===== src/design/ppmu_pkg.sv =====
`timescale 1ns / 1ps
// Shared types, constants and a helper function for the packed pixel mask unpacker.
// No dependencies; every other design file uses this package.
package ppmu_pkg;

  localparam int MaxBytesPerPixel = 4;
  localparam int MaskW            = 32;
  localparam int ChanW            = 8;
  localparam int NumChan          = 4;
  localparam int BppW             = 6;
  localparam int TotalW           = 25;
  localparam int CountW           = 24;
  localparam int ByteCntW         = 3;
  localparam int CfgIdxW          = 3;
  localparam int QueueDepth       = 2;
  localparam int ShiftW           = 5;
  localparam int LeftW            = 4;

  localparam logic [TotalW-1:0] PixelsCap = TotalW'(1 << CountW);

  typedef enum logic [CfgIdxW-1:0] {
    CfgRedMask       = 3'd0,
    CfgGreenMask     = 3'd1,
    CfgBlueMask      = 3'd2,
    CfgAlphaMask     = 3'd3,
    CfgBitsPerPixel  = 3'd4,
    CfgAlphaEnable   = 3'd5,
    CfgPixelsInImage = 3'd6
  } cfg_idx_e;

  typedef enum int {
    ChRed   = 0,
    ChGreen = 1,
    ChBlue  = 2,
    ChAlpha = 3
  } chan_sel_e;

  // per-channel shift setup, derived from the mask when it is written
  typedef struct packed {
    logic              nz;
    logic [ShiftW-1:0] rsh;
    logic [LeftW-1:0]  lsh;
  } chan_t;

  localparam chan_t ChanReset = '{nz: 1'b0, rsh: '0, lsh: LeftW'(ChanW)};

  typedef struct packed {
    logic [ByteCntW-1:0] bytes;
    logic [CountW-1:0]   total_m1;
  } front_cfg_t;

  typedef struct packed {
    logic [NumChan-1:0][MaskW-1:0] mask;
    chan_t [NumChan-1:0]           chan;
    logic                          alpha_en;
  } back_cfg_t;

  function automatic chan_t chan_derive(input logic [MaskW-1:0] mask);
    chan_t             c;
    logic [MaskW-1:0]  rest;
    logic              run_on;
    logic [LeftW-1:0]  run;
    c.nz  = |mask;
    c.rsh = '0;
    for (int i = MaskW - 1; i >= 0; i--) begin
      if (mask[i]) begin
        c.rsh = ShiftW'(i);
      end
    end
    rest   = mask >> c.rsh;
    run    = '0;
    run_on = 1'b1;
    for (int i = 0; i < ChanW; i++) begin
      if (run_on && rest[i]) begin
        run = run + LeftW'(1);
      end else begin
        run_on = 1'b0;
      end
    end
    c.lsh = LeftW'(ChanW) - run;
    return c;
  endfunction

endpackage


===== src/design/ppmu_cfg.sv =====
`timescale 1ns / 1ps
// Configuration register file; stores masks and precomputed shift setup.
// Depends on ppmu_pkg.
module ppmu_cfg #(
  parameter int MaxBytesPerPixel = ppmu_pkg::MaxBytesPerPixel
) (
  input  logic                          clk_i,
  input  logic                          rst_ni,
  input  logic                          cfg_valid_i,
  output logic                          cfg_ready_o,
  input  logic [ppmu_pkg::CfgIdxW-1:0]  cfg_index_i,
  input  logic [ppmu_pkg::MaskW-1:0]    cfg_data_i,
  output ppmu_pkg::front_cfg_t          front_cfg_o,
  output ppmu_pkg::back_cfg_t           back_cfg_o
);

  localparam int SumW = ppmu_pkg::BppW + 1;

  ppmu_pkg::front_cfg_t front_q;
  ppmu_pkg::back_cfg_t  back_q;
  logic                 wr;
  logic [SumW-1:0]      bpp_sum;
  logic [3:0]           bytes_raw;
  logic [ppmu_pkg::ByteCntW-1:0] bytes_d;
  logic [ppmu_pkg::TotalW-1:0]   total_raw;
  logic [ppmu_pkg::CountW-1:0]   total_m1_d;
  ppmu_pkg::chan_t               chan_d;

  assign cfg_ready_o = 1'b1;
  assign wr          = cfg_valid_i & cfg_ready_o;

  always_comb begin
    bpp_sum   = SumW'(cfg_data_i[ppmu_pkg::BppW-1:0]) + SumW'(7);
    bytes_raw = 4'(bpp_sum >> 3);
    if (bytes_raw == 4'd0) begin
      bytes_d = ppmu_pkg::ByteCntW'(1);
    end else if (bytes_raw > 4'(MaxBytesPerPixel)) begin
      bytes_d = ppmu_pkg::ByteCntW'(MaxBytesPerPixel);
    end else begin
      bytes_d = ppmu_pkg::ByteCntW'(bytes_raw);
    end
    total_raw = cfg_data_i[ppmu_pkg::TotalW-1:0];
    if (total_raw == '0) begin
      total_m1_d = '0;
    end else if (total_raw > ppmu_pkg::PixelsCap) begin
      total_m1_d = '1;
    end else begin
      total_m1_d = ppmu_pkg::CountW'(total_raw - ppmu_pkg::TotalW'(1));
    end
    chan_d = ppmu_pkg::chan_derive(cfg_data_i);
  end

  always_ff @(posedge clk_i or negedge rst_ni) begin
    if (!rst_ni) begin
      front_q.bytes    <= ppmu_pkg::ByteCntW'(MaxBytesPerPixel);
      front_q.total_m1 <= '0;
      back_q.mask      <= '0;
      back_q.chan      <= {ppmu_pkg::NumChan{ppmu_pkg::ChanReset}};
      back_q.alpha_en  <= 1'b0;
    end else if (wr) begin
      unique case (ppmu_pkg::cfg_idx_e'(cfg_index_i))
        ppmu_pkg::CfgRedMask: begin
          back_q.mask[ppmu_pkg::ChRed] <= cfg_data_i;
          back_q.chan[ppmu_pkg::ChRed] <= chan_d;
        end
        ppmu_pkg::CfgGreenMask: begin
          back_q.mask[ppmu_pkg::ChGreen] <= cfg_data_i;
          back_q.chan[ppmu_pkg::ChGreen] <= chan_d;
        end
        ppmu_pkg::CfgBlueMask: begin
          back_q.mask[ppmu_pkg::ChBlue] <= cfg_data_i;
          back_q.chan[ppmu_pkg::ChBlue] <= chan_d;
        end
        ppmu_pkg::CfgAlphaMask: begin
          back_q.mask[ppmu_pkg::ChAlpha] <= cfg_data_i;
          back_q.chan[ppmu_pkg::ChAlpha] <= chan_d;
        end
        ppmu_pkg::CfgBitsPerPixel:  front_q.bytes    <= bytes_d;
        ppmu_pkg::CfgAlphaEnable:   back_q.alpha_en  <= cfg_data_i[0];
        ppmu_pkg::CfgPixelsInImage: front_q.total_m1 <= total_m1_d;
        default: ;
      endcase
    end
  end

  assign front_cfg_o = front_q;
  assign back_cfg_o  = back_q;

endmodule


===== src/design/ppmu_front.sv =====
`timescale 1ns / 1ps
// Front end: accepts bytes, gathers them into pixel words, tags the last pixel.
// Depends on ppmu_pkg.
module ppmu_front #(
  parameter int MaxBytesPerPixel = ppmu_pkg::MaxBytesPerPixel,
  localparam int PixW = 8 * MaxBytesPerPixel
) (
  input  logic                 clk_i,
  input  logic                 rst_ni,
  input  ppmu_pkg::front_cfg_t cfg_i,
  input  logic                 in_valid_i,
  output logic                 in_stall_o,
  input  logic [7:0]           data_byte_i,
  input  logic                 q_full_i,
  output logic                 push_o,
  output logic [PixW-1:0]      pixel_o,
  output logic                 last_o
);

  localparam int PosW = (MaxBytesPerPixel > 1) ? $clog2(MaxBytesPerPixel) : 1;

  logic [PosW-1:0]             pos_q, pos_d;
  logic [PixW-1:0]             gather_q, gather_d;
  logic [ppmu_pkg::CountW-1:0] cnt_q, cnt_d;
  logic                        accept;
  logic                        complete;
  logic                        last;

  assign in_stall_o = q_full_i;
  assign accept     = in_valid_i & ~in_stall_o;

  always_comb begin
    if (pos_q == '0) begin
      gather_d = PixW'(data_byte_i);
    end else begin
      gather_d = gather_q | (PixW'(data_byte_i) << {pos_q, 3'b000});
    end
    complete = (ppmu_pkg::ByteCntW'(pos_q) + ppmu_pkg::ByteCntW'(1)) >= cfg_i.bytes;
    last     = cnt_q >= cfg_i.total_m1;
    pos_d    = complete ? '0 : pos_q + PosW'(1);
    cnt_d    = last ? '0 : cnt_q + ppmu_pkg::CountW'(1);
  end

  always_ff @(posedge clk_i or negedge rst_ni) begin
    if (!rst_ni) begin
      pos_q    <= '0;
      gather_q <= '0;
      cnt_q    <= '0;
    end else if (accept) begin
      pos_q    <= pos_d;
      gather_q <= gather_d;
      if (complete) begin
        cnt_q <= cnt_d;
      end
    end
  end

  assign push_o  = accept & complete;
  assign pixel_o = gather_d;
  assign last_o  = last;

endmodule


===== src/design/ppmu_fifo.sv =====
`timescale 1ns / 1ps
// Short queue of completed pixel words between front and back end.
// Depends on ppmu_pkg.
module ppmu_fifo #(
  parameter int Width = 33
) (
  input  logic             clk_i,
  input  logic             rst_ni,
  input  logic             push_i,
  input  logic [Width-1:0] data_i,
  output logic             full_o,
  input  logic             pop_i,
  output logic             empty_o,
  output logic [Width-1:0] data_o
);

  localparam int Depth = ppmu_pkg::QueueDepth;
  localparam int PtrW  = (Depth > 1) ? $clog2(Depth) : 1;
  localparam int CntW  = $clog2(Depth + 1);

  logic [Width-1:0] mem_q [Depth];
  logic [PtrW-1:0]  wr_q, rd_q;
  logic [CntW-1:0]  cnt_q;

  assign full_o  = cnt_q == CntW'(Depth);
  assign empty_o = cnt_q == '0;
  assign data_o  = mem_q[rd_q];

  always_ff @(posedge clk_i) begin
    if (push_i) begin
      mem_q[wr_q] <= data_i;
    end
  end

  always_ff @(posedge clk_i or negedge rst_ni) begin
    if (!rst_ni) begin
      wr_q  <= '0;
      rd_q  <= '0;
      cnt_q <= '0;
    end else begin
      if (push_i) begin
        wr_q <= (wr_q == PtrW'(Depth - 1)) ? '0 : wr_q + PtrW'(1);
      end
      if (pop_i) begin
        rd_q <= (rd_q == PtrW'(Depth - 1)) ? '0 : rd_q + PtrW'(1);
      end
      if (push_i && !pop_i) begin
        cnt_q <= cnt_q + CntW'(1);
      end else if (pop_i && !push_i) begin
        cnt_q <= cnt_q - CntW'(1);
      end
    end
  end

endmodule


===== src/design/ppmu_back.sv =====
`timescale 1ns / 1ps
// Back end: masks and shifts each channel out of a pixel word into the output register.
// Depends on ppmu_pkg.
module ppmu_back #(
  parameter int MaxBytesPerPixel = ppmu_pkg::MaxBytesPerPixel,
  localparam int PixW = 8 * MaxBytesPerPixel
) (
  input  logic                       clk_i,
  input  logic                       rst_ni,
  input  ppmu_pkg::back_cfg_t        cfg_i,
  input  logic                       q_empty_i,
  input  logic [PixW-1:0]            q_pixel_i,
  input  logic                       q_last_i,
  output logic                       pop_o,
  output logic                       out_valid_o,
  input  logic                       out_stall_i,
  output logic [ppmu_pkg::ChanW-1:0] red_o,
  output logic [ppmu_pkg::ChanW-1:0] green_o,
  output logic [ppmu_pkg::ChanW-1:0] blue_o,
  output logic [ppmu_pkg::ChanW-1:0] alpha_o,
  output logic                       end_of_image_o
);

  localparam int WideW = 2 * ppmu_pkg::ChanW;

  logic [ppmu_pkg::MaskW-1:0]                      pix32;
  logic [ppmu_pkg::NumChan-1:0][ppmu_pkg::ChanW-1:0] chan_d, chan_q;
  logic [ppmu_pkg::MaskW-1:0]                      field;
  logic [WideW-1:0]                                wide;
  logic                                            en;
  logic                                            valid_q;
  logic                                            last_q;

  assign pix32 = ppmu_pkg::MaskW'(q_pixel_i);
  assign pop_o = ~q_empty_i & (~valid_q | ~out_stall_i);

  always_comb begin
    field  = '0;
    wide   = '0;
    en     = 1'b0;
    chan_d = '0;
    for (int c = 0; c < ppmu_pkg::NumChan; c++) begin
      field = (pix32 & cfg_i.mask[c]) >> cfg_i.chan[c].rsh;
      wide  = WideW'(field[ppmu_pkg::ChanW-1:0]) << cfg_i.chan[c].lsh;
      en    = cfg_i.chan[c].nz & ((c != ppmu_pkg::ChAlpha) | cfg_i.alpha_en);
      chan_d[c] = en ? wide[ppmu_pkg::ChanW-1:0] : '0;
    end
  end

  always_ff @(posedge clk_i or negedge rst_ni) begin
    if (!rst_ni) begin
      valid_q <= 1'b0;
    end else if (pop_o) begin
      valid_q <= 1'b1;
    end else if (!out_stall_i) begin
      valid_q <= 1'b0;
    end
  end

  always_ff @(posedge clk_i) begin
    if (pop_o) begin
      chan_q <= chan_d;
      last_q <= q_last_i;
    end
  end

  assign out_valid_o    = valid_q;
  assign red_o          = chan_q[ppmu_pkg::ChRed];
  assign green_o        = chan_q[ppmu_pkg::ChGreen];
  assign blue_o         = chan_q[ppmu_pkg::ChBlue];
  assign alpha_o        = chan_q[ppmu_pkg::ChAlpha];
  assign end_of_image_o = last_q;

endmodule


===== src/design/packed_pixel_mask_unpacker.sv =====
`timescale 1ns / 1ps
// Top level of the packed pixel mask unpacker.
// Depends on ppmu_pkg, ppmu_cfg, ppmu_front, ppmu_fifo and ppmu_back.
// Usage:
//   Input channel (in_valid_i / in_stall_o / data_byte_i) carries one raw image
//   byte per beat, least significant byte of each pixel first.
//   Output channel (out_valid_o / out_stall_i) carries one beat per completed
//   pixel: red, green, blue, alpha (0 unless enabled) and end_of_image on the
//   last pixel of each image.
//   Config channel (cfg_valid_i / cfg_ready_o) writes register cfg_index_i with
//   cfg_data_i; ready is always high. Write only while no pixel is in flight.
// Timing:
//   One byte per cycle while in_stall_o is low. The byte gatherer pushes each
//   pixel to a two-entry queue as its last byte is taken; the channel extractor
//   drains it into the output register, one pixel per cycle while not stalled.
// Reset:
//   Masks clear, bits per pixel is 32, pixel count is 1, the gather and pixel
//   counter restart at the first byte of a new image.
// Stall:
//   A stalled output beat holds; the queue absorbs up to two more pixels,
//   after which in_stall_o rises until the output drains.
module packed_pixel_mask_unpacker #(
  parameter int MaxBytesPerPixel = ppmu_pkg::MaxBytesPerPixel
) (
  input  logic                         clk_i,
  input  logic                         rst_ni,
  input  logic                         in_valid_i,
  output logic                         in_stall_o,
  input  logic [7:0]                   data_byte_i,
  output logic                         out_valid_o,
  input  logic                         out_stall_i,
  output logic [ppmu_pkg::ChanW-1:0]   red_o,
  output logic [ppmu_pkg::ChanW-1:0]   green_o,
  output logic [ppmu_pkg::ChanW-1:0]   blue_o,
  output logic [ppmu_pkg::ChanW-1:0]   alpha_o,
  output logic                         end_of_image_o,
  input  logic                         cfg_valid_i,
  output logic                         cfg_ready_o,
  input  logic [ppmu_pkg::CfgIdxW-1:0] cfg_index_i,
  input  logic [ppmu_pkg::MaskW-1:0]   cfg_data_i
);

  localparam int PixW = 8 * MaxBytesPerPixel;

  ppmu_pkg::front_cfg_t front_cfg;
  ppmu_pkg::back_cfg_t  back_cfg;
  logic                 q_full, q_empty, q_push, q_pop;
  logic [PixW-1:0]      push_pixel, pop_pixel;
  logic                 push_last, pop_last;

  ppmu_cfg #(
    .MaxBytesPerPixel(MaxBytesPerPixel)
  ) u_cfg (
    .clk_i       (clk_i),
    .rst_ni      (rst_ni),
    .cfg_valid_i (cfg_valid_i),
    .cfg_ready_o (cfg_ready_o),
    .cfg_index_i (cfg_index_i),
    .cfg_data_i  (cfg_data_i),
    .front_cfg_o (front_cfg),
    .back_cfg_o  (back_cfg)
  );

  ppmu_front #(
    .MaxBytesPerPixel(MaxBytesPerPixel)
  ) u_front (
    .clk_i       (clk_i),
    .rst_ni      (rst_ni),
    .cfg_i       (front_cfg),
    .in_valid_i  (in_valid_i),
    .in_stall_o  (in_stall_o),
    .data_byte_i (data_byte_i),
    .q_full_i    (q_full),
    .push_o      (q_push),
    .pixel_o     (push_pixel),
    .last_o      (push_last)
  );

  ppmu_fifo #(
    .Width(PixW + 1)
  ) u_fifo (
    .clk_i   (clk_i),
    .rst_ni  (rst_ni),
    .push_i  (q_push),
    .data_i  ({push_last, push_pixel}),
    .full_o  (q_full),
    .pop_i   (q_pop),
    .empty_o (q_empty),
    .data_o  ({pop_last, pop_pixel})
  );

  ppmu_back #(
    .MaxBytesPerPixel(MaxBytesPerPixel)
  ) u_back (
    .clk_i          (clk_i),
    .rst_ni         (rst_ni),
    .cfg_i          (back_cfg),
    .q_empty_i      (q_empty),
    .q_pixel_i      (pop_pixel),
    .q_last_i       (pop_last),
    .pop_o          (q_pop),
    .out_valid_o    (out_valid_o),
    .out_stall_i    (out_stall_i),
    .red_o          (red_o),
    .green_o        (green_o),
    .blue_o         (blue_o),
    .alpha_o        (alpha_o),
    .end_of_image_o (end_of_image_o)
  );

`ifndef SYNTHESIS
  a_no_push_full: assert property (@(posedge clk_i) disable iff (!rst_ni)
    q_full |-> !q_push) else $error("push into full pixel queue");

  a_no_pop_empty: assert property (@(posedge clk_i) disable iff (!rst_ni)
    q_pop |-> !q_empty) else $error("pop from empty pixel queue");

  a_single_byte_push: assert property (@(posedge clk_i) disable iff (!rst_ni)
    (in_valid_i && !in_stall_o && front_cfg.bytes == ppmu_pkg::ByteCntW'(1)) |-> q_push)
    else $error("single-byte pixel not pushed");

  a_pop_fills_output: assert property (@(posedge clk_i) disable iff (!rst_ni)
    q_pop |=> out_valid_o) else $error("popped pixel did not reach output");
`endif

endmodule


===== config.mk =====
export PLATFORM = sky130hd
export DESIGN_NAME = packed_pixel_mask_unpacker
export DESIGN_NICKNAME = d
export VERILOG_FILES = /design/src/design/ppmu_pkg.sv /design/src/design/ppmu_cfg.sv /design/src/design/ppmu_front.sv /design/src/design/ppmu_fifo.sv /design/src/design/ppmu_back.sv /design/src/design/packed_pixel_mask_unpacker.sv
export SDC_FILE = /design/constraint.sdc
export NUM_CORES = 1
export LEC_CHECK = 0
export BUFFER_PORTS_ARGS = -buffer_cell sky130_fd_sc_hd__buf_2
export CORE_ASPECT_RATIO = 1.4
export CORE_MARGIN = 5
export CORE_UTILIZATION = 25
export CTS_BUF_LIST = sky130_fd_sc_hd__clkbuf_16
export DETAILED_ROUTE_END_ITERATION = 7
export HOLD_SLACK_MARGIN = 0.1
export SLEW_MARGIN = 15
export SYNTH_ARGS = -nofsm -noshare
export SYNTH_HDL_FRONTEND = slang
export SYNTH_SLANG_ARGS = --single-unit

===== constraint.sdc =====
create_clock -name clk_i -period 4.9 [get_ports clk_i]
set_clock_uncertainty 0.05 [all_clocks]
set_input_delay 0.49 -clock clk_i [delete_from_list [all_inputs] [get_ports clk_i]]
set_output_delay 0.49 -clock clk_i [all_outputs]
set_load 0.05 [all_outputs]

=== Word level (Yosys, flattened, before mapping) ===
Memories as Yosys holds them, arrays and structs flattened.
Index checks and enable logic that the tools add are counted.

* Register bits after elaboration: 292
* RAM bits: 66
* Bits of input ports: 48
* Output and inout bits: 36
* Logic and storage cells: 173
* Memories: 1

* $add $sub $neg: 17
* Magnitude comparators: 4
* Eq/ne operators: 8
* Shifts and indexed selects: 10
* Multiplexer cells: 62
* Bitwise logic cells: 14
* Reductions and logical operators: 26

{| class="wikitable"
|+ Memory list
! name !! depth !! width !! rd ports !! clocked after memory_dff !! write ports !! line !! RTL
|-
| u_fifo.mem_q || 2 || 33 || 1 || 0 || 1 || ppmu_fifo.sv:21 || <nowiki>logic [Width-1:0] mem_q [Depth];</nowiki>
|}

{| class="wikitable"
|+ Operators by type and width
! operator !! count
|-
| $mux W5 || 32
|-
| $shr A32 B5 Y8 || 5
|-
| $and A32 B32 Y32 || 4
|-
| $mux W24 || 3
|-
| $mux W32 || 1
|-
| $or A32 B32 Y32 || 1
|-
| $reduce_or A32 Y1 || 1
|-
| $shl A8 B4 Y8 || 4
|-
| $shl A8 B5 Y32 || 1
|-
| $mux W4 || 7
|-
| $gt A25 B25 Y1 const B || 1
|-
| $logic_not A25 Y1 || 1
|-
| $add A24 B1 Y24 const B || 1
|-
| $add A4 B1 Y4 const B || 6
|-
| $ge A24 B24 Y1 || 1
|-
| $sub A24 B1 Y24 const B || 1
|-
| $reduce_and A2 Y1 || 8
|-
| $mux W1 || 14
|-
| $eq A3 B3 Y1 const B || 3
|-
| $logic_and A1 B1 Y1 || 9
|-
| $add A6 B3 Y7 const B || 1
|-
| $eq A3 B2 Y1 const B || 2
|-
| $mux W2 || 3
|-
| $mux W3 || 2
|-
| 19 further kinds || 29
|}

=== Logic depth before layout (Yosys ltp) ===
* Depth in word-level cells: 49
* Depth in mapped cells: 28
* Gate-level depth less buffers: 24

=== Modules after synthesis ===
From an unflattened synthesis, not the netlist that was laid out.

* Cell total of the unflattened synthesis: 2744
* Area total of the unflattened synthesis: 25127.8 µm²

{| class="wikitable"
|+ By module, submodules not included
! module !! times used !! cells each !! area an instance (µm²) !! sequential area each (µm²)
|-
| ppmu_cfg || 1 || 1185 || 10380.0 || 4911.0
|-
| ppmu_back || 1 || 993 || 8325.5 || 1016.0
|-
| ppmu_front || 1 || 447 || 3702.3 || 1451.4
|-
| ppmu_fifo || 1 || 119 || 2720.1 || 2082.0
|}

=== Worst setup path before layout ===
OpenSTA, ideal clock, no wires.

* Kind: input -> register
* From: in cfg_data_i[21] in the netlist's numbering
* To: reg u_cfg.back_q (netlist bit u_cfg.back_cfg_o[13])
* Library setup time: 0.131 ns
* Arrival time: 5.446 ns
* Data required time: 4.719 ns
* Slack: -0.727 ns
* Stages: 25
* Path buffers: 1
* Path through: buf_2 or4_4 a211oi_4 o21ai_2 nand2_2 nor3_1 or4_1 o211a_2 or2_1 nor2_1 nor2_1 ha_1 mux2_4 o21a_2 ha_1 o21ai_0 o21ai_0 ha_1 mux2i_1 a21oi_2 a22oi_1 ha_1 xnor2_1 xnor2_1 o21ai_1

* Word-level cells in the longest chain between the ends: 39
* Elaborated cells on any way between the ends: 53
* Classes of those cells: 8 x add/sub; 1 x shift; 37 x mux; 7 x reduce/logical

{| class="wikitable"
|+ Ends and longest elaborated chain
! element !! line !! RTL
|-
| from (decl) || packed_pixel_mask_unpacker.sv:40 || <nowiki>input logic [ppmu_pkg::MaskW-1:0] cfg_data_i</nowiki>
|-
| $mux W5 (22 in a row) || ppmu_pkg.sv:66 || <nowiki>if (mask[i]) begin</nowiki>
|-
| $shr A32 B5 Y8 * || ppmu_pkg.sv:70 || <nowiki>rest = mask >> c.rsh;</nowiki>
|-
| $mux W1 || ppmu_pkg.sv:74 || <nowiki>if (run_on && rest[i]) begin</nowiki>
|-
| $add A1 B1 Y2 or $logic_and A1 B1 Y1 (tied branches) || ppmu_pkg.sv:75, ppmu_pkg.sv:74 ||
|-
| $mux W4 or $mux W1 (tied branches) || ppmu_pkg.sv:74 ||
|-
| $add A4 B1 Y4 or $logic_and A1 B1 Y1 (tied branches) || ppmu_pkg.sv:75, ppmu_pkg.sv:74 ||
|-
| $mux W4 or $mux W1 (tied branches) || ppmu_pkg.sv:74 ||
|-
| $add A4 B1 Y4 or $logic_and A1 B1 Y1 (tied branches) || ppmu_pkg.sv:75, ppmu_pkg.sv:74 ||
|-
| (+2 left out) || -- ||
|-
| $mux W4 or $mux W1 (tied branches) || ppmu_pkg.sv:74 ||
|-
| $add A4 B1 Y4 or $logic_and A1 B1 Y1 (tied branches) || ppmu_pkg.sv:75, ppmu_pkg.sv:74 ||
|-
| $mux W4 or $mux W1 (tied branches) || ppmu_pkg.sv:74 ||
|-
| $add A4 B1 Y4 or $logic_and A1 B1 Y1 (tied branches) || ppmu_pkg.sv:75, ppmu_pkg.sv:74 ||
|-
| $mux W4 or $mux W1 (tied branches) || ppmu_pkg.sv:74 ||
|-
| $add A4 B1 Y4 or $logic_and A1 B1 Y1 (tied branches) || ppmu_pkg.sv:75, ppmu_pkg.sv:74 ||
|-
| $mux W4 * || ppmu_pkg.sv:74 ||
|-
| $sub A4 B4 Y4 * || ppmu_pkg.sv:80 || <nowiki>c.lsh = LeftW'(ChanW) - run;</nowiki>
|-
| to (decl) || ppmu_cfg.sv:20 || <nowiki>ppmu_pkg::back_cfg_t back_q;</nowiki>
|}

Every way passes the cells marked *; elsewhere a longest branch is shown, timed or not.
A chain may end at the register's enable or synchronous reset.

=== Worst setup path in the final report ===
* From: in cfg_data_i[13] in the netlist's numbering
* To: reg u_cfg.back_q (netlist bit u_cfg.back_cfg_o[23])

* Word-level cells in the longest chain between the ends: 31
* Elaborated cells on any way between the ends: 45
* Classes of those cells: 8 x add/sub; 1 x shift; 29 x mux; 7 x reduce/logical

{| class="wikitable"
|+ Ends and longest elaborated chain
! element !! line
|-
| $mux W5 (14 in a row) || ppmu_pkg.sv:66
|-
| $shr A32 B5 Y8 * || ppmu_pkg.sv:70
|-
| $mux W1 || ppmu_pkg.sv:74
|-
| $add A1 B1 Y2 or $logic_and A1 B1 Y1 (tied branches) || ppmu_pkg.sv:75, ppmu_pkg.sv:74
|-
| $mux W4 or $mux W1 (tied branches) || ppmu_pkg.sv:74
|-
| $add A4 B1 Y4 or $logic_and A1 B1 Y1 (tied branches) || ppmu_pkg.sv:75, ppmu_pkg.sv:74
|-
| $mux W4 or $mux W1 (tied branches) || ppmu_pkg.sv:74
|-
| $add A4 B1 Y4 or $logic_and A1 B1 Y1 (tied branches) || ppmu_pkg.sv:75, ppmu_pkg.sv:74
|-
| (+2 left out) || --
|-
| $mux W4 or $mux W1 (tied branches) || ppmu_pkg.sv:74
|-
| $add A4 B1 Y4 or $logic_and A1 B1 Y1 (tied branches) || ppmu_pkg.sv:75, ppmu_pkg.sv:74
|-
| $mux W4 or $mux W1 (tied branches) || ppmu_pkg.sv:74
|-
| $add A4 B1 Y4 or $logic_and A1 B1 Y1 (tied branches) || ppmu_pkg.sv:75, ppmu_pkg.sv:74
|-
| $mux W4 or $mux W1 (tied branches) || ppmu_pkg.sv:74
|-
| $add A4 B1 Y4 or $logic_and A1 B1 Y1 (tied branches) || ppmu_pkg.sv:75, ppmu_pkg.sv:74
|-
| $mux W4 * || ppmu_pkg.sv:74
|-
| $sub A4 B4 Y4 * || ppmu_pkg.sv:80
|}

Marked as above.

==> summary.md <==
| Metric | Value |
|---|---|
| DP HPWL | 62000 µm |
| Worst setup margin | -0.187 ns |
| R2R setup slack | 1.18 ns |
| Final setup fails | 8 |
| Clock power share | between 20% and 30% |
| Worst setup path end | u_cfg.back_cfg_o[23]$_DFFE_PN0P_ |
| Die area | 97500 µm² |
| Top FF cell, synth | dfrtp_1 |
| Reg2reg end | u_back.alpha_o[6]$_SDFFCE_PP0P_ |
| Antenna violations before repair | 4 |
| Critical Path Fanout Max | 5 |
| Slew HR | 22.7% |
| Critical Path RT | 5.26 ns |
| Post-route cell area | 27900 µm² |
| Overall overflow remaining after global route | 0 |
| Rows | 131 |
| Sequential fraction of the synthesis area | 41.5% |
| Count of pins over their slew limit | 0 |
| Mapped cell area | 22800 µm² |
| PD cells | 421 nW/µm² |
| Cells after Synth | 2620 |
| Final nets | 2939 |
| First drt pass iteration count | 6 |
| Clock slew at the register clock pins of the worst setup and hold paths | approximately 0.060 ns |
| FF+latch count, synth | between 300 and 400 |
| Io pins | 84 |
| Clk_lat worst skew | between 0.5 and 0.6 ns |
| Initial drt markers | 1703 |
| Reg power frac | 37.1% |
| Cell chosen for the clock root | clkbuf_16 |
| Dpl cell area | 26200 µm² |
| Peak supply drop | 231 µV |
| Antenna cells | 0 |
| Vias in the first global route | about 20000 |
| Routability congestion estimate | ~0.95 |
| Failing checks | negative setup slack |
| MaxCap Viol Count | 0 |
| Number of flops mapped to enable cells by yosys | between 90 and 100 |
| CTS sink count | ~360 |
| Yosys cell types | approximately 100 |
| Fin crit period | 5.09 ns |
| Critical Path AT | between 5 and 6 ns |
| Final ANT Viol Nets | 0 |
| Post-Place Setup Slack | -0.962 ns |
| Global-route wire length before repair | between 100000 and 150000 µm |
| Longest Clk Path Bufs | 3 |
| DR vias | 20500 |
| Net Sw Frac | 39.2% |
| Max Clk Rate | 0.197 GHz |
| Fin util | 30.7% |
| Fraction of layout cells with a size suffix above 1 | ~22% |
| Worst min-delay path class | in2reg |
| Wirelength per Cell | between 20 and 25 µm |
| Critical Path Source | cfg_data_i[13] |
| Worst setup EP type | flip-flop |
| Largest net degree at the start of global routing | 136 |
| Post-route DRC | 0 |
| RR Startpoint | u_fifo.rd_q$_DFFE_PN0P_ |
| Status | complete, but fails checks |
| CTS buffer count | 38 |
| Logic pwr share | 36.5% |
| Cell-internal power | 7.14 mW |
| Die height | 367 µm |
| Setup TNS | -0.952 ns |
| Ys async rst share | between 70% and 80% |
| Unrepaired setup endpoints after global routing | true |
| Crit Path Class | in2reg |
| Starting Density | 25.1% |
| Via density | 5.03 |
| Final hold viol count | 0 |
| Psw | roughly 4.6 mW |
| R2R cell count | 10 |
| CTS H-tree lvls | 2 |
| Crit start category | input port |
| GRT Total Usage | around 16% |
| I/O Buffers | 82 |
| Slew at the pin with the worst max-slew slack | 1.15 ns |
| Fin crit share | 104% |
| Mean Syn Cell Area | 8.71 µm² |
| Yosys warns | 0 |
| Total power draw | 11.7 mW |
| Die X | 265 µm |
| Final wirelength | 81700 µm |
| Post-synth net total | around 2700 |
| P&R area growth vs syn | 22.3% |
| Core Area | 90800 µm² |
| Pleak | approximately 12 nW |
| CTS tree | built |
[area by class of cell]
type                            count  area (µm²)
Sequential cell                   358        9460
Timing Repair Buffer              371        2690
Tap cell                         1197        1500
Multi-Input combinational cell   2018       12700
Clock buffer                       39         976
Clock inverter                     30         347
Fill cell                        9647       62900
Inverter                           65         244
[power groups by stage]
stage,Clock [mW],Combinational (mW),Sequential [mW]
after CTS,3.17,4.31,4.37
after detailed placement,0,4.27,4.42
after global placement,0,4.21,4.40
after floorplan,0,2.65,4.52
final,3.09,4.29,4.36
after global routing,3.26,4.68,4.45
[cell families after synthesis]
| kind of cell | Yosys count | synth area share [%] |
|---|---|---|
| AND/OR/NAND/NOR | 1068 | 20.5 |
| AO/OA/AOI/OAI | 638 | 17.7 |
| flip-flops | 358 | 41.5 |
| buffers and inverters | 244 | 4.27 |
| multiplexers | 227 | 12.2 |
| XOR/XNOR | 45 | 1.73 |
| adder cells (fa/ha/maj) | 39 | 2.14 |
| other | 1 | 0.0164 |
[flip-flops by register name, summed over array words and instances (netlist names)]
register / cells
u_fifo.mem_q: 66
u_front.pos_q: 2
u_fifo.wr_q: 1
u_back.green_o: 8
u_back.end_of_image_o: 1
u_front.cnt_q: 24
u_fifo.rd_q: 1
u_back.out_valid_o: 1
u_back.blue_o: 8
u_cfg.back_cfg_o: 169
u_back.red_o: 8
u_cfg.front_cfg_o: 27
u_fifo.cnt_q: 2
u_back.alpha_o: 8
u_front.gather_q: 32
[timing repair]
action / in CTS / in global routing
setup buffers: 11 / 3
hold buffers: 2 / 0
resized for setup: 30 / 18
hold endpoints to repair: 66 / 0
endpoints found under the setup margin: 12 / 12
pin swaps: 15 / 7
[worst min-delay path by stage]
stage                                                   to                             start  slack [ns]  cells past startpoint
after CTS                     u_front.pos_q[1]$_DFFE_PN0P_                        in_valid_i        0.12                      3
after global routing          u_front.pos_q[1]$_DFFE_PN0P_                        in_valid_i        0.17                      3
after detailed placement  u_cfg.back_cfg_o[80]$_DFFE_PN0P_  u_cfg.back_cfg_o[80]$_DFFE_PN0P_        0.41                      2
final                         u_front.pos_q[1]$_DFFE_PN0P_                        in_valid_i        0.16                      3
after global placement    u_cfg.back_cfg_o[57]$_DFFE_PN0P_  u_cfg.back_cfg_o[57]$_DFFE_PN0P_        0.41                      2
after floorplan             u_back.out_valid_o$_DFFE_PN0P_                            rst_ni        0.14                      0
[placed cells by master (no fill, tap or decap), types with 77 or more instances in the layout]
master / count
a21oi_1: 89
buf_2: 77
buf_4: 280
dfrtp_1: 253
edfxtp_1: 99
mux2i_1: 130
nand2_1: 588
nand3_1: 130
nor2_1: 183
o21ai_0: 271
[through the flow]
step | hold slack [ns] | cells
2_1_floorplan | 0.144 | 2620
3_3_place_gp | 0.407 | 3993
3_5_place_dp | 0.412 | 3993
4_1_cts | 0.120 | 4075
5_1_grt | 0.175 | 4078
6_report | 0.157 | 4078
[cells in the mapped netlist, types with 9 or more instances]
cell type  count  area share [%]
nor3_1        19            0.42
dfrtp_1      254              28
mux2_2        61             3.0
a21o_1        16            0.53
o211ai_1      44             1.4
a31oi_1       18            0.49
buf_2         20            0.44
mux4_2        34             3.4
xnor2_1       24            0.92
o21ai_1        9            0.20
mux2i_1      131             5.7
o22ai_1       20            0.55
nor2_1       187             3.1
nor2b_1       14            0.38
a211oi_1      19            0.63
a21oi_1       91             2.0
xor2_1        21            0.81
and3_1        14            0.38
nand3_1      132             2.9
inv_1         58            0.95
ha_1          39             2.1
buf_1         21            0.35
nand2_1      592             9.7
edfxtp_1      99              13
o31ai_1       49             1.6
clkbuf_1     131             2.2
nor4_1        14            0.38
o21ai_0      274             6.0
nand2b_1      34            0.93
[worst max-delay path, stage by stage]
cell,delay [ns]
buf_8,0.10
or4_4,0.59
buf_6,0.15
nor4_4,0.17
o21ai_2,0.11
a211oi_2,0.21
buf_4,0.14
a32oi_1,0.05
o2111a_1,0.27
o2111a_1,0.14
or2_1,0.25
nor2_1,0.12
nor2_1,0.07
ha_1,0.29
mux2_4,0.28
o21a_4,0.23
ha_4,0.27
o21ai_2,0.04
o21ai_1,0.14
ha_1,0.24
mux2i_1,0.17
a21oi_2,0.09
a22oi_2,0.13
ha_2,0.21
xnor2_2,0.08
xnor2_2,0.30
o21ai_1,0.10
[routing by layer]
metal / GRT usage [%] / share of wire [%]
met1: 19.6 / 40
met2: 28.4 / 50
met3: 1.72 / 4.9
met4: 8.28 / 5.8
met5: 0 / 0.024
(Power assumes the default switching activity.)
